==> config.mk <==
export PLATFORM = sky130hd
export DESIGN_NAME = audio_level_meter_dbfs
export DESIGN_NICKNAME = d
export VERILOG_FILES = /design/src/design/almd_pkg.sv /design/src/design/audio_level_meter_dbfs.sv
export SDC_FILE = /design/constraint.sdc
export NUM_CORES = 2
export LEC_CHECK = 0
export BUFFER_PORTS_ARGS = -buffer_cell sky130_fd_sc_hd__clkbuf_2
export CORE_MARGIN = 2
export CORE_UTILIZATION = 35
export DETAILED_ROUTE_END_ITERATION = 12
export PLACE_DENSITY = 0.48
export SLEW_MARGIN = 20
export SYNTH_ARGS = -nofsm -noshare
export SYNTH_HDL_FRONTEND = slang
export SYNTH_SLANG_ARGS = --single-unit
==> constraint.sdc <==
create_clock -name clock -period 38.8 [get_ports clock]
set_clock_uncertainty 0.1 [all_clocks]
set_input_delay 11.64 -clock clock [delete_from_list [all_inputs] [get_ports clock]]
set_output_delay 11.64 -clock clock [all_outputs]
set_load 0.005 [all_outputs]
==> src/design/almd_pkg.sv <==
// Shared widths and constants for the dBFS level meter.
`timescale 1ns / 1ps
package almd_pkg;
   localparam int SAMPLE_W   = 16;
   localparam int LEVEL_W    = 12;
   localparam int COUNT_W    = 17;
   localparam int ENERGY_W   = 47;
   localparam int POS_W      = 6;
   localparam int FRAC_W     = 16;
   localparam int MANT_W     = 31;
   localparam int LOG_W      = POS_W + FRAC_W;
   localparam int DIFF_W     = 24;
   localparam int MUL_W      = 32;
   localparam int PROD_W     = 2 * MUL_W;

   localparam logic [COUNT_W-1:0]  MAX_SAMPLES = 17'd65536;
   localparam logic signed [LEVEL_W-1:0] LEVEL_FLOOR = -12'sd1920;
   localparam logic signed [MUL_W-1:0]   K_RMS  = 32'sd3156528;
   localparam logic signed [MUL_W-1:0]   K_PEAK = 32'sd6313057;
   localparam logic signed [DIFF_W-1:0]  RMS_OFFSET  = 24'sd1966080;  // 30 << 16
   localparam logic signed [DIFF_W-1:0]  PEAK_OFFSET = 24'sd983040;   // 15 << 16
   localparam logic [SAMPLE_W-1:0] CLIP_POS = 16'h7FFF;
   localparam logic [SAMPLE_W-1:0] CLIP_NEG = 16'h8000;
endpackage

==> src/design/audio_level_meter_dbfs.sv <==
// RMS and peak level meter with dBFS outputs in 1/16 dB steps.
// Samples accumulate one per cycle while idle; input stalls until the report is loaded.
// On block close, three log2 evaluations (energy, count, peak) share one 32x32
// multiplier: each normalises by shifting, then runs 16 squarings and a log step.
// RMS and peak then each take a multiply and a round step. An all-zero block skips
// to the report. Reset clears control state, accumulators and the output valid.
`timescale 1ns / 1ps
module audio_level_meter_dbfs (
   input  logic                                 clock,
   input  logic                                 reset,
   input  logic                                 req_valid,
   output logic                                 req_stall,
   input  logic signed [almd_pkg::SAMPLE_W-1:0] req_sample,
   input  logic                                 req_last,
   output logic                                 rsp_valid,
   input  logic                                 rsp_stall,
   output logic signed [almd_pkg::LEVEL_W-1:0]  rsp_rms_level,
   output logic signed [almd_pkg::LEVEL_W-1:0]  rsp_peak_level,
   output logic [almd_pkg::COUNT_W-1:0]         rsp_clipped_count
);
   import almd_pkg::*;

   localparam logic [2:0] S_IDLE = 3'd0;
   localparam logic [2:0] S_NORM = 3'd1;
   localparam logic [2:0] S_SQR  = 3'd2;
   localparam logic [2:0] S_LOG  = 3'd3;
   localparam logic [2:0] S_MUL  = 3'd4;
   localparam logic [2:0] S_RND  = 3'd5;
   localparam logic [2:0] S_DONE = 3'd6;

   localparam logic [1:0] OP_ENERGY = 2'd0;
   localparam logic [1:0] OP_COUNT  = 2'd1;
   localparam logic [1:0] OP_PEAK   = 2'd2;

   logic [2:0]                 state_ff, state_in;
   logic [1:0]                 op_ff, op_in;
   logic [ENERGY_W-1:0]        energy_ff, energy_in;
   logic [COUNT_W-1:0]         total_ff, total_in;
   logic [SAMPLE_W-1:0]        peak_ff, peak_in;
   logic [COUNT_W-1:0]         clip_ff, clip_in;
   // working copies of a closed block
   logic [COUNT_W-1:0]         wtotal_ff, wtotal_in;
   logic [SAMPLE_W-1:0]        wpeak_ff, wpeak_in;
   logic [COUNT_W-1:0]         wclip_ff, wclip_in;
   logic [ENERGY_W-1:0]        norm_ff, norm_in;
   logic [POS_W-1:0]           pos_ff, pos_in;
   logic [MANT_W-1:0]          mant_ff, mant_in;
   logic [FRAC_W-1:0]          frac_ff, frac_in;
   logic [3:0]                 iter_ff, iter_in;
   logic signed [DIFF_W-1:0]   diff_ff, diff_in;
   logic signed [PROD_W-1:0]   prod_ff, prod_in;
   logic signed [LEVEL_W-1:0]  rms_ff, rms_in;
   logic signed [LEVEL_W-1:0]  pk_ff, pk_in;
   logic                       ovalid_ff, ovalid_in;
   logic signed [LEVEL_W-1:0]  orms_ff, orms_in;
   logic signed [LEVEL_W-1:0]  opeak_ff, opeak_in;
   logic [COUNT_W-1:0]         oclip_ff, oclip_in;

   logic                       take;
   logic [SAMPLE_W:0]          mag_wide;
   logic [SAMPLE_W-1:0]        mag;
   logic [2*SAMPLE_W-1:0]      square;
   logic [ENERGY_W-1:0]        energy_new;
   logic [COUNT_W-1:0]         total_new;
   logic [SAMPLE_W-1:0]        peak_new;
   logic [COUNT_W-1:0]         clip_new;
   logic                       close;
   logic signed [MUL_W-1:0]    mul_a, mul_b;
   logic signed [PROD_W-1:0]   mul_p;
   logic [MUL_W-1:0]           sq;
   logic signed [DIFF_W-1:0]   logv;
   logic signed [PROD_W-1:0]   rnd_sum;
   logic signed [MUL_W-1:0]    q;
   logic signed [LEVEL_W-1:0]  level;

   assign req_stall         = (state_ff != S_IDLE);
   assign take              = req_valid && !req_stall;
   assign rsp_valid         = ovalid_ff;
   assign rsp_rms_level     = orms_ff;
   assign rsp_peak_level    = opeak_ff;
   assign rsp_clipped_count = oclip_ff;

   assign mag_wide   = req_sample[SAMPLE_W-1] ? -{req_sample[SAMPLE_W-1], req_sample}
                                              : {1'b0, req_sample};
   assign mag        = mag_wide[SAMPLE_W-1:0];
   assign square     = mag * mag;
   assign energy_new = energy_ff + ENERGY_W'(square);
   assign total_new  = total_ff + COUNT_W'(1);
   assign peak_new   = (mag > peak_ff) ? mag : peak_ff;
   assign clip_new   = ((req_sample == CLIP_POS) || (req_sample == CLIP_NEG))
                       ? clip_ff + COUNT_W'(1) : clip_ff;
   assign close      = req_last || (total_new == MAX_SAMPLES);

   // shared multiplier: squaring of the mantissa, or scaling of a log difference
   always_comb begin
      if (state_ff == S_SQR) begin
         mul_a = MUL_W'({1'b0, mant_ff});
         mul_b = MUL_W'({1'b0, mant_ff});
      end else begin
         mul_a = MUL_W'(diff_ff);
         mul_b = (op_ff == OP_PEAK) ? K_PEAK : K_RMS;
      end
   end
   assign mul_p = mul_a * mul_b;
   assign sq    = mul_p[30 +: MUL_W];

   assign logv    = DIFF_W'(signed'({1'b0, pos_ff, frac_ff}));
   assign rnd_sum = prod_ff + (PROD_W'(1) <<< 31);
   assign q       = rnd_sum[PROD_W-1 -: MUL_W];
   always_comb begin
      if (q < MUL_W'(LEVEL_FLOOR))
         level = LEVEL_FLOOR;
      else if (q > 0)
         level = '0;
      else
         level = q[LEVEL_W-1:0];
   end

   always_comb begin
      state_in  = state_ff;
      op_in     = op_ff;
      energy_in = energy_ff;
      total_in  = total_ff;
      peak_in   = peak_ff;
      clip_in   = clip_ff;
      wtotal_in = wtotal_ff;
      wpeak_in  = wpeak_ff;
      wclip_in  = wclip_ff;
      norm_in   = norm_ff;
      pos_in    = pos_ff;
      mant_in   = mant_ff;
      frac_in   = frac_ff;
      iter_in   = iter_ff;
      diff_in   = diff_ff;
      prod_in   = prod_ff;
      rms_in    = rms_ff;
      pk_in     = pk_ff;
      ovalid_in = ovalid_ff;
      orms_in   = orms_ff;
      opeak_in  = opeak_ff;
      oclip_in  = oclip_ff;

      if (ovalid_ff && !rsp_stall)
         ovalid_in = 1'b0;

      unique case (state_ff)
         S_IDLE: begin
            if (take) begin
               if (close) begin
                  energy_in = '0;
                  total_in  = '0;
                  peak_in   = '0;
                  clip_in   = '0;
                  wtotal_in = total_new;
                  wpeak_in  = peak_new;
                  wclip_in  = clip_new;
                  op_in     = OP_ENERGY;
                  norm_in   = energy_new;
                  pos_in    = POS_W'(ENERGY_W - 1);
                  if (energy_new == '0) begin
                     // all-zero block: energy and peak are both zero
                     rms_in   = LEVEL_FLOOR;
                     pk_in    = LEVEL_FLOOR;
                     state_in = S_DONE;
                  end else begin
                     state_in = S_NORM;
                  end
               end else begin
                  energy_in = energy_new;
                  total_in  = total_new;
                  peak_in   = peak_new;
                  clip_in   = clip_new;
               end
            end
         end
         S_NORM: begin
            if (norm_ff[ENERGY_W-1]) begin
               mant_in  = norm_ff[ENERGY_W-1 -: MANT_W];
               frac_in  = '0;
               iter_in  = '0;
               state_in = S_SQR;
            end else begin
               norm_in = norm_ff << 1;
               pos_in  = pos_ff - POS_W'(1);
            end
         end
         S_SQR: begin
            frac_in = {frac_ff[FRAC_W-2:0], sq[MUL_W-1]};
            mant_in = sq[MUL_W-1] ? sq[MUL_W-1:1] : sq[MANT_W-1:0];
            iter_in = iter_ff + 4'd1;
            if (iter_ff == 4'd15)
               state_in = S_LOG;
         end
         S_LOG: begin
            pos_in = POS_W'(ENERGY_W - 1);
            priority case (op_ff)
               OP_ENERGY: begin
                  diff_in  = logv;
                  op_in    = OP_COUNT;
                  norm_in  = ENERGY_W'(wtotal_ff);
                  state_in = S_NORM;
               end
               OP_COUNT: begin
                  diff_in  = diff_ff - logv - RMS_OFFSET;
                  state_in = S_MUL;
               end
               default: begin
                  diff_in  = logv - PEAK_OFFSET;
                  state_in = S_MUL;
               end
            endcase
         end
         S_MUL: begin
            prod_in  = mul_p;
            state_in = S_RND;
         end
         S_RND: begin
            if (op_ff == OP_PEAK) begin
               pk_in    = level;
               state_in = S_DONE;
            end else begin
               rms_in   = level;
               op_in    = OP_PEAK;
               norm_in  = ENERGY_W'(wpeak_ff);
               pos_in   = POS_W'(ENERGY_W - 1);
               state_in = S_NORM;
            end
         end
         S_DONE: begin
            if (!ovalid_ff || !rsp_stall) begin
               ovalid_in = 1'b1;
               orms_in   = rms_ff;
               opeak_in  = pk_ff;
               oclip_in  = wclip_ff;
               state_in  = S_IDLE;
            end
         end
         default: state_in = S_IDLE;
      endcase
   end

   always_ff @(posedge clock) begin
      if (reset) begin
         state_ff  <= S_IDLE;
         op_ff     <= OP_ENERGY;
         energy_ff <= '0;
         total_ff  <= '0;
         peak_ff   <= '0;
         clip_ff   <= '0;
         ovalid_ff <= 1'b0;
      end else begin
         state_ff  <= state_in;
         op_ff     <= op_in;
         energy_ff <= energy_in;
         total_ff  <= total_in;
         peak_ff   <= peak_in;
         clip_ff   <= clip_in;
         ovalid_ff <= ovalid_in;
      end
   end

   always_ff @(posedge clock) begin
      wtotal_ff <= wtotal_in;
      wpeak_ff  <= wpeak_in;
      wclip_ff  <= wclip_in;
      norm_ff   <= norm_in;
      pos_ff    <= pos_in;
      mant_ff   <= mant_in;
      frac_ff   <= frac_in;
      iter_ff   <= iter_in;
      diff_ff   <= diff_in;
      prod_ff   <= prod_in;
      rms_ff    <= rms_in;
      pk_ff     <= pk_in;
      orms_ff   <= orms_in;
      opeak_ff  <= opeak_in;
      oclip_ff  <= oclip_in;
   end
endmodule
# After elaboration in Yosys (flattened, before gate mapping)
# Cells that the tools add are included.
[totals]
latch_bits = 0
in_bits = 21
output_inout_bits = 43
n_memories = 0
word_cells = 142
ff_bits = 410
mem_bits_rw = 0
mem_bits_ro = 0
[classes]
shifts = 0
muxes = 55
bitwise_logic = 0
n_addsub = 10
div = 0
order_cmp = 3
eq_ne = 22
reduce_logical = 27
mul = 2
[ops]
columns = ["operator", "n"]
rows = [
  ["$mux W47", 6],
  ["$pmux W47 S4", 1],
  ["$mux W31", 3],
  ["$mux W12", 7],
  ["$add A64 B33 Y64 const B", 1],
  ["$mul A32 B32 Y64", 1],
  ["$mux W16", 4],
  ["$pmux W31 S2", 1],
  ["$mux W17", 3],
  ["$pmux W12 S2", 2],
  ["$pmux W24 S2", 1],
  ["$add A47 B32 Y47", 1],
  ["$logic_not A47 Y1", 1],
  ["$add A17 B1 Y17 const B", 2],
  ["$gt A32 B1 Y1 const B", 1],
  ["$lt A32 B12 Y1 const B", 1],
  ["$mul A16 B16 Y32", 1],
  ["$mux W32", 1],
  ["$pmux W16 S2", 1],
  ["$reduce_and A5 Y1", 6],
  ["$mux W3", 8],
  ["$mux W6", 4],
  ["$pmux W6 S4", 1],
  ["$sub A24 B22 Y24 const B", 1],
  ["other kinds (35)", 60],
]

# Logic depth before layout (Yosys ltp)
[depth]
ltp_word = 9
ltp_mapped = 38
mapped_depth_nobuf = 34

# Worst setup path before layout
# Ideal clock, no wire load.
[synth_timing]
path_type = "input -> register"
from = "in req_sample[0] in the netlist's numbering"
to = "reg rms_ff[0], enable pin"
cell_stages = 32
path_buffers = 2
setup_slack_ps = 18137
arrival_time_ps = 20178
t_required_ps = 38315
setup_time_ps = 385
path_cell_list = "clkbuf_1 clkinv_1 ha_1 nand3_1 nand2_1 xor2_1 clkinv_1 nand2_1 inv_1 fa_1 inv_1 fa_1 fa_1 inv_1 fa_1 fa_1 inv_1 fa_1 inv_1 ha_1 buf_2 o21a_1 nor2_1 or4b_4 and3_4 o21ai_0 nor2_1 a2111o_1 or4_1 nor4b_4 nand4_2 a21oi_1"
[synth_between]
elab_chain_len = 7
[synth_rtl]
columns = ["element", "line_no", "source"]
rows = [
  ["from (decl)", "audio_level_meter_dbfs.sv:13", "input logic signed [almd_pkg::SAMPLE_W-1:0] req_sample,"],
  ["$neg A16 Y16", "audio_level_meter_dbfs.sv:83", "assign mag_wide = req_sample[SAMPLE_W-1] ? -{req_sample[SAMPLE_W-1], req_sample}"],
  ["$mux W16 *", "audio_level_meter_dbfs.sv:83", ""],
  ["$mul A16 B16 Y32 *", "audio_level_meter_dbfs.sv:86", "assign square = mag * mag;"],
  ["$add A47 B32 Y47 *", "audio_level_meter_dbfs.sv:87", "assign energy_new = energy_ff + ENERGY_W'(square);"],
  ["$logic_not A47 Y1 *", "audio_level_meter_dbfs.sv:160", "if (energy_new == '0) begin"],
  ["$ne A2 B2 Y1 (no line) *", "--", ""],
  ["$reduce_and A5 Y1 (no line) *", "--", ""],
  ["to (signal assigned)", "audio_level_meter_dbfs.sv:273", "rms_ff <= rms_in;"],
  ["to (decl)", "audio_level_meter_dbfs.sv:52", "logic signed [LEVEL_W-1:0] rms_ff, rms_in;"],
]
# Every way passes the cells marked *; elsewhere a longest branch is shown, timed or not.
# A chain may end at the register's enable or synchronous reset.

# Worst setup path in the final report
[layout_timing]
from = "in req_sample[7] in the netlist's numbering"
to = "reg rms_ff[6], enable pin"
# Same word-level chain as after synthesis.

==> results.toml <==
[status]
outcome = "complete, no violations"

[synth]
synth.area.top_cells = "fa_1 (40%), edfxtp_1 (13%), inv_1 (10%)"
netlist-cell-type-count = 99
main_flop_type_after_synthesis = "edfxtp_1"
netlist_instances = 6804
synthesis.area_per_instance_um2 = 9.18
yosysSeqAreaShare_pct = 16.6
synthesis.area_um2 = 62500
synth_largest_type_area_fraction_pct = 39.8
synth_edf_count = 276
synth_most_common_cell = "inv_1"
synth.yosys.warnings = 0
postSynth.asyncResetShare_pct = 0
synth.top_cells.by_count = "inv_1 (1682), fa_1 (1241), nand2_1 (1008), ha_1 (360), clkbuf_1 (301)"
synth_area_leader_cell = "fa_1"
synth.ff_latch_count = 379

[detailed_routing]
vias = 46138
detailedRoute.firstIterationViolations = 3352
drt_pass1_iterations = 9
route.final.wire_length_um = 205000
antenna_nets_post_route = 0
drc = 0
post_drt_via_cell_ratio = 5.04
avgRoutedWirePerCell_um = 22.4

[finish]
final_layout_size_suffix_gt1_share_pct = 4.81
fin_nets = 8384
area.sequential_um2 = 10300
nFillCells = 18178
syn_to_final_growth_pct = 7.59
multi_input_combinational_cell_area_um2 = 44900

[setup_path]
worst-r2r-cell-count = 35
crit_path_max_fanout = 12
critPathRequiredTime_ns = 38.89
setup.reg_to_reg.worst_slack_ns = 25.66
timing.critical_path.from_type = "input pin"
timing.setup.critical_path_class = "input pin to flip-flop"
crit_arrival_ns = 21.63
end_of_the_worst_register_to_register_path = "mant_ff[27]"
reg2reg_from = "state_ff[1]"
setup.worst_path.end_class = "flip-flop"

[global_routing]
grt_first_pass_wirelength_um = 315000
use_met1_pct = 31.4
grt_pass1_vias = 49866
groute.layer.met2.usage_pct = 38.6
globalRoute.totalOverflow = 0
met3_usage_pct = 2.54
pin_count_of_the_biggest_net_entering_global_routing = 128
gr-max-usage-layer = "met2"
grt_antenna_before_repair = 7
grt_util_all_layers_pct = 23.1

[clock_tree]
ctsHtreeMaxLevel = 2
clock_latency_at_the_later_pin_of_the_worst_skew_pair_ns = 0.59
cts_tree = "yes"
clk_transition_reported_paths_ns = 0.06
clock-sinks = 379
cts.repair.resized = 0
cts_root_buffer = "clkbuf_16"
cts_inserted_buffers = 43
cts_buffer_depth = 3
cts_hold_buf = 0
post_cts.repair.setup_buffers = 0

[sta]
min_period_ns = 21.53
hold_violations = 0
fmax_mhz = 46.4
max_slew.worst_pin.slew_ns = 1.23
final-max-slew-violation-count = 0
final_clock_period_utilization_by_the_worst_path_pct = 55.5
timing.slew.headroom_pct = 18.1
unrepaired_setup_endpoints_after_global_routing = "false"
setup_viol = 0
timing.setup.tns_ns = 0

[min_path]
hp-start = "wclip_ff[4]"
hp-class = "flip-flop to flip-flop"
min_path_cells = 0
hold_path_end = "rsp_clipped_count[4]"

[placement]
gpl.final_weighted_congestion = 0.882
place_hpwl_um = 157000
portBuffers = 63

[die]
fp.dieH_um = 426
full_die_area_um2 = 182000
effective_utilization_at_floorplan_pct = 35.1
chipWidth_um = 426
placement_rows = 155
io_pins = 64
core-area_um2 = 178000

[run]
drv_cap = 0
## routing by layer
metal | up-vias | share of wire [%]
li1 | 20692 | -
met1 | 23767 | 43
met2 | 1387 | 47
met3 | 292 | 5.9
met4 | 0 | 3.6
met5 | - | 0
## critical path, cell delays in order
cell and delay [ns]:
clkbuf_2 0.11, or4_1 0.57, nor2_1 0.23, nand2_1 0.10, o41ai_1 0.33, xor2_1 0.76, clkinv_1 0.60, nand2_1 0.27
fa_1 0.44, fa_1 0.47, fa_1 0.55, inv_1 0.05, fa_1 0.44, fa_1 0.51, inv_1 0.05, fa_1 0.47
inv_1 0.04, ha_1 0.40, a21oi_1 0.28, o21ai_1 0.18, a2111oi_0 0.80, o31ai_1 0.17, a21oi_1 0.20, xnor2_1 0.15
or4_1 0.56, nor4b_4 0.33, nand4_2 0.24, a21oi_2 0.67
## through the flow
step	utilization [%]	instance area (µm²)	instances	worst slack [ns]	hold slack [ns]
after floorplan	-	62600	6852	18.14	0.300
after global placement	37.0	65800	9072	16.51	0.307
after detailed placement	37.0	65800	9072	16.40	0.305
after global routing	37.8	67200	9151	16.44	0.327
after CTS	37.8	67200	9151	16.98	0.321
final	37.8	67200	9154	17.27	0.319
## final cells by class
type | instances | area share (%)
inverters | 1692 | 9.45
repair buffers | 186 | 1.88
clock buffers | 60 | 1.83
clock inverters | 19 | 0.292
flip-flops and latches | 379 | 15.4
multi-input cells | 4460 | 66.7
diodes | 3 | 0.0112
well taps | 2355 | 4.38
## cells by family after synthesis
kind of cell    synth area share [%]
xor+xnor                        2.33
mux                            0.861
fa+ha+maj                       47.0
compound gates                  7.10
simple gates                    14.0
other cells                   0.0120
flops                           16.6
buf+inv                         12.1
## placed cells by master (no fill, tap or decap), types with 61 or more instances in the layout
cell      count
nand2_1    1001
clkbuf_2     62
and2_1       70
xor2_1       69
nand3_1     111
nor2_1      243
o21ai_0     107
a21o_1       62
ha_1        360
buf_4       122
fa_1       1241
dfxtp_1     103
a21oi_1     207
edfxtp_1    276
xnor2_1      96
inv_1      1682
and3_1      221
nor3_1       61
## worst max path at each step
stage,start,depth (start not counted),slack (ns),endpoint
5_1_grt,req_sample[7],28,16.44,rms_ff[6]
3_5_place_dp,req_sample[7],28,16.40,pk_ff[7]
2_1_floorplan,req_sample[0],32,18.14,rms_ff[0]
4_1_cts,req_sample[7],28,16.98,pk_ff[11]
6_report,req_sample[7],28,17.27,rms_ff[6]
3_3_place_gp,req_sample[7],28,16.51,rms_ff[11]
## registers in the layout (all words and copies together), names as in the netlist, 17 cells and up
| register | flops |
|---|---|
| mant_ff | 31 |
| rsp_clipped_count | 17 |
| norm_ff | 47 |
| diff_ff | 24 |
| wclip_ff | 17 |
| clip_ff | 17 |
| prod_ff | 33 |
| energy_ff | 47 |
| wtotal_ff | 17 |
| total_ff | 17 |
Power is not shown: default switching activity piles up to over one toggle a cycle in this logic, so the estimate is an artifact.
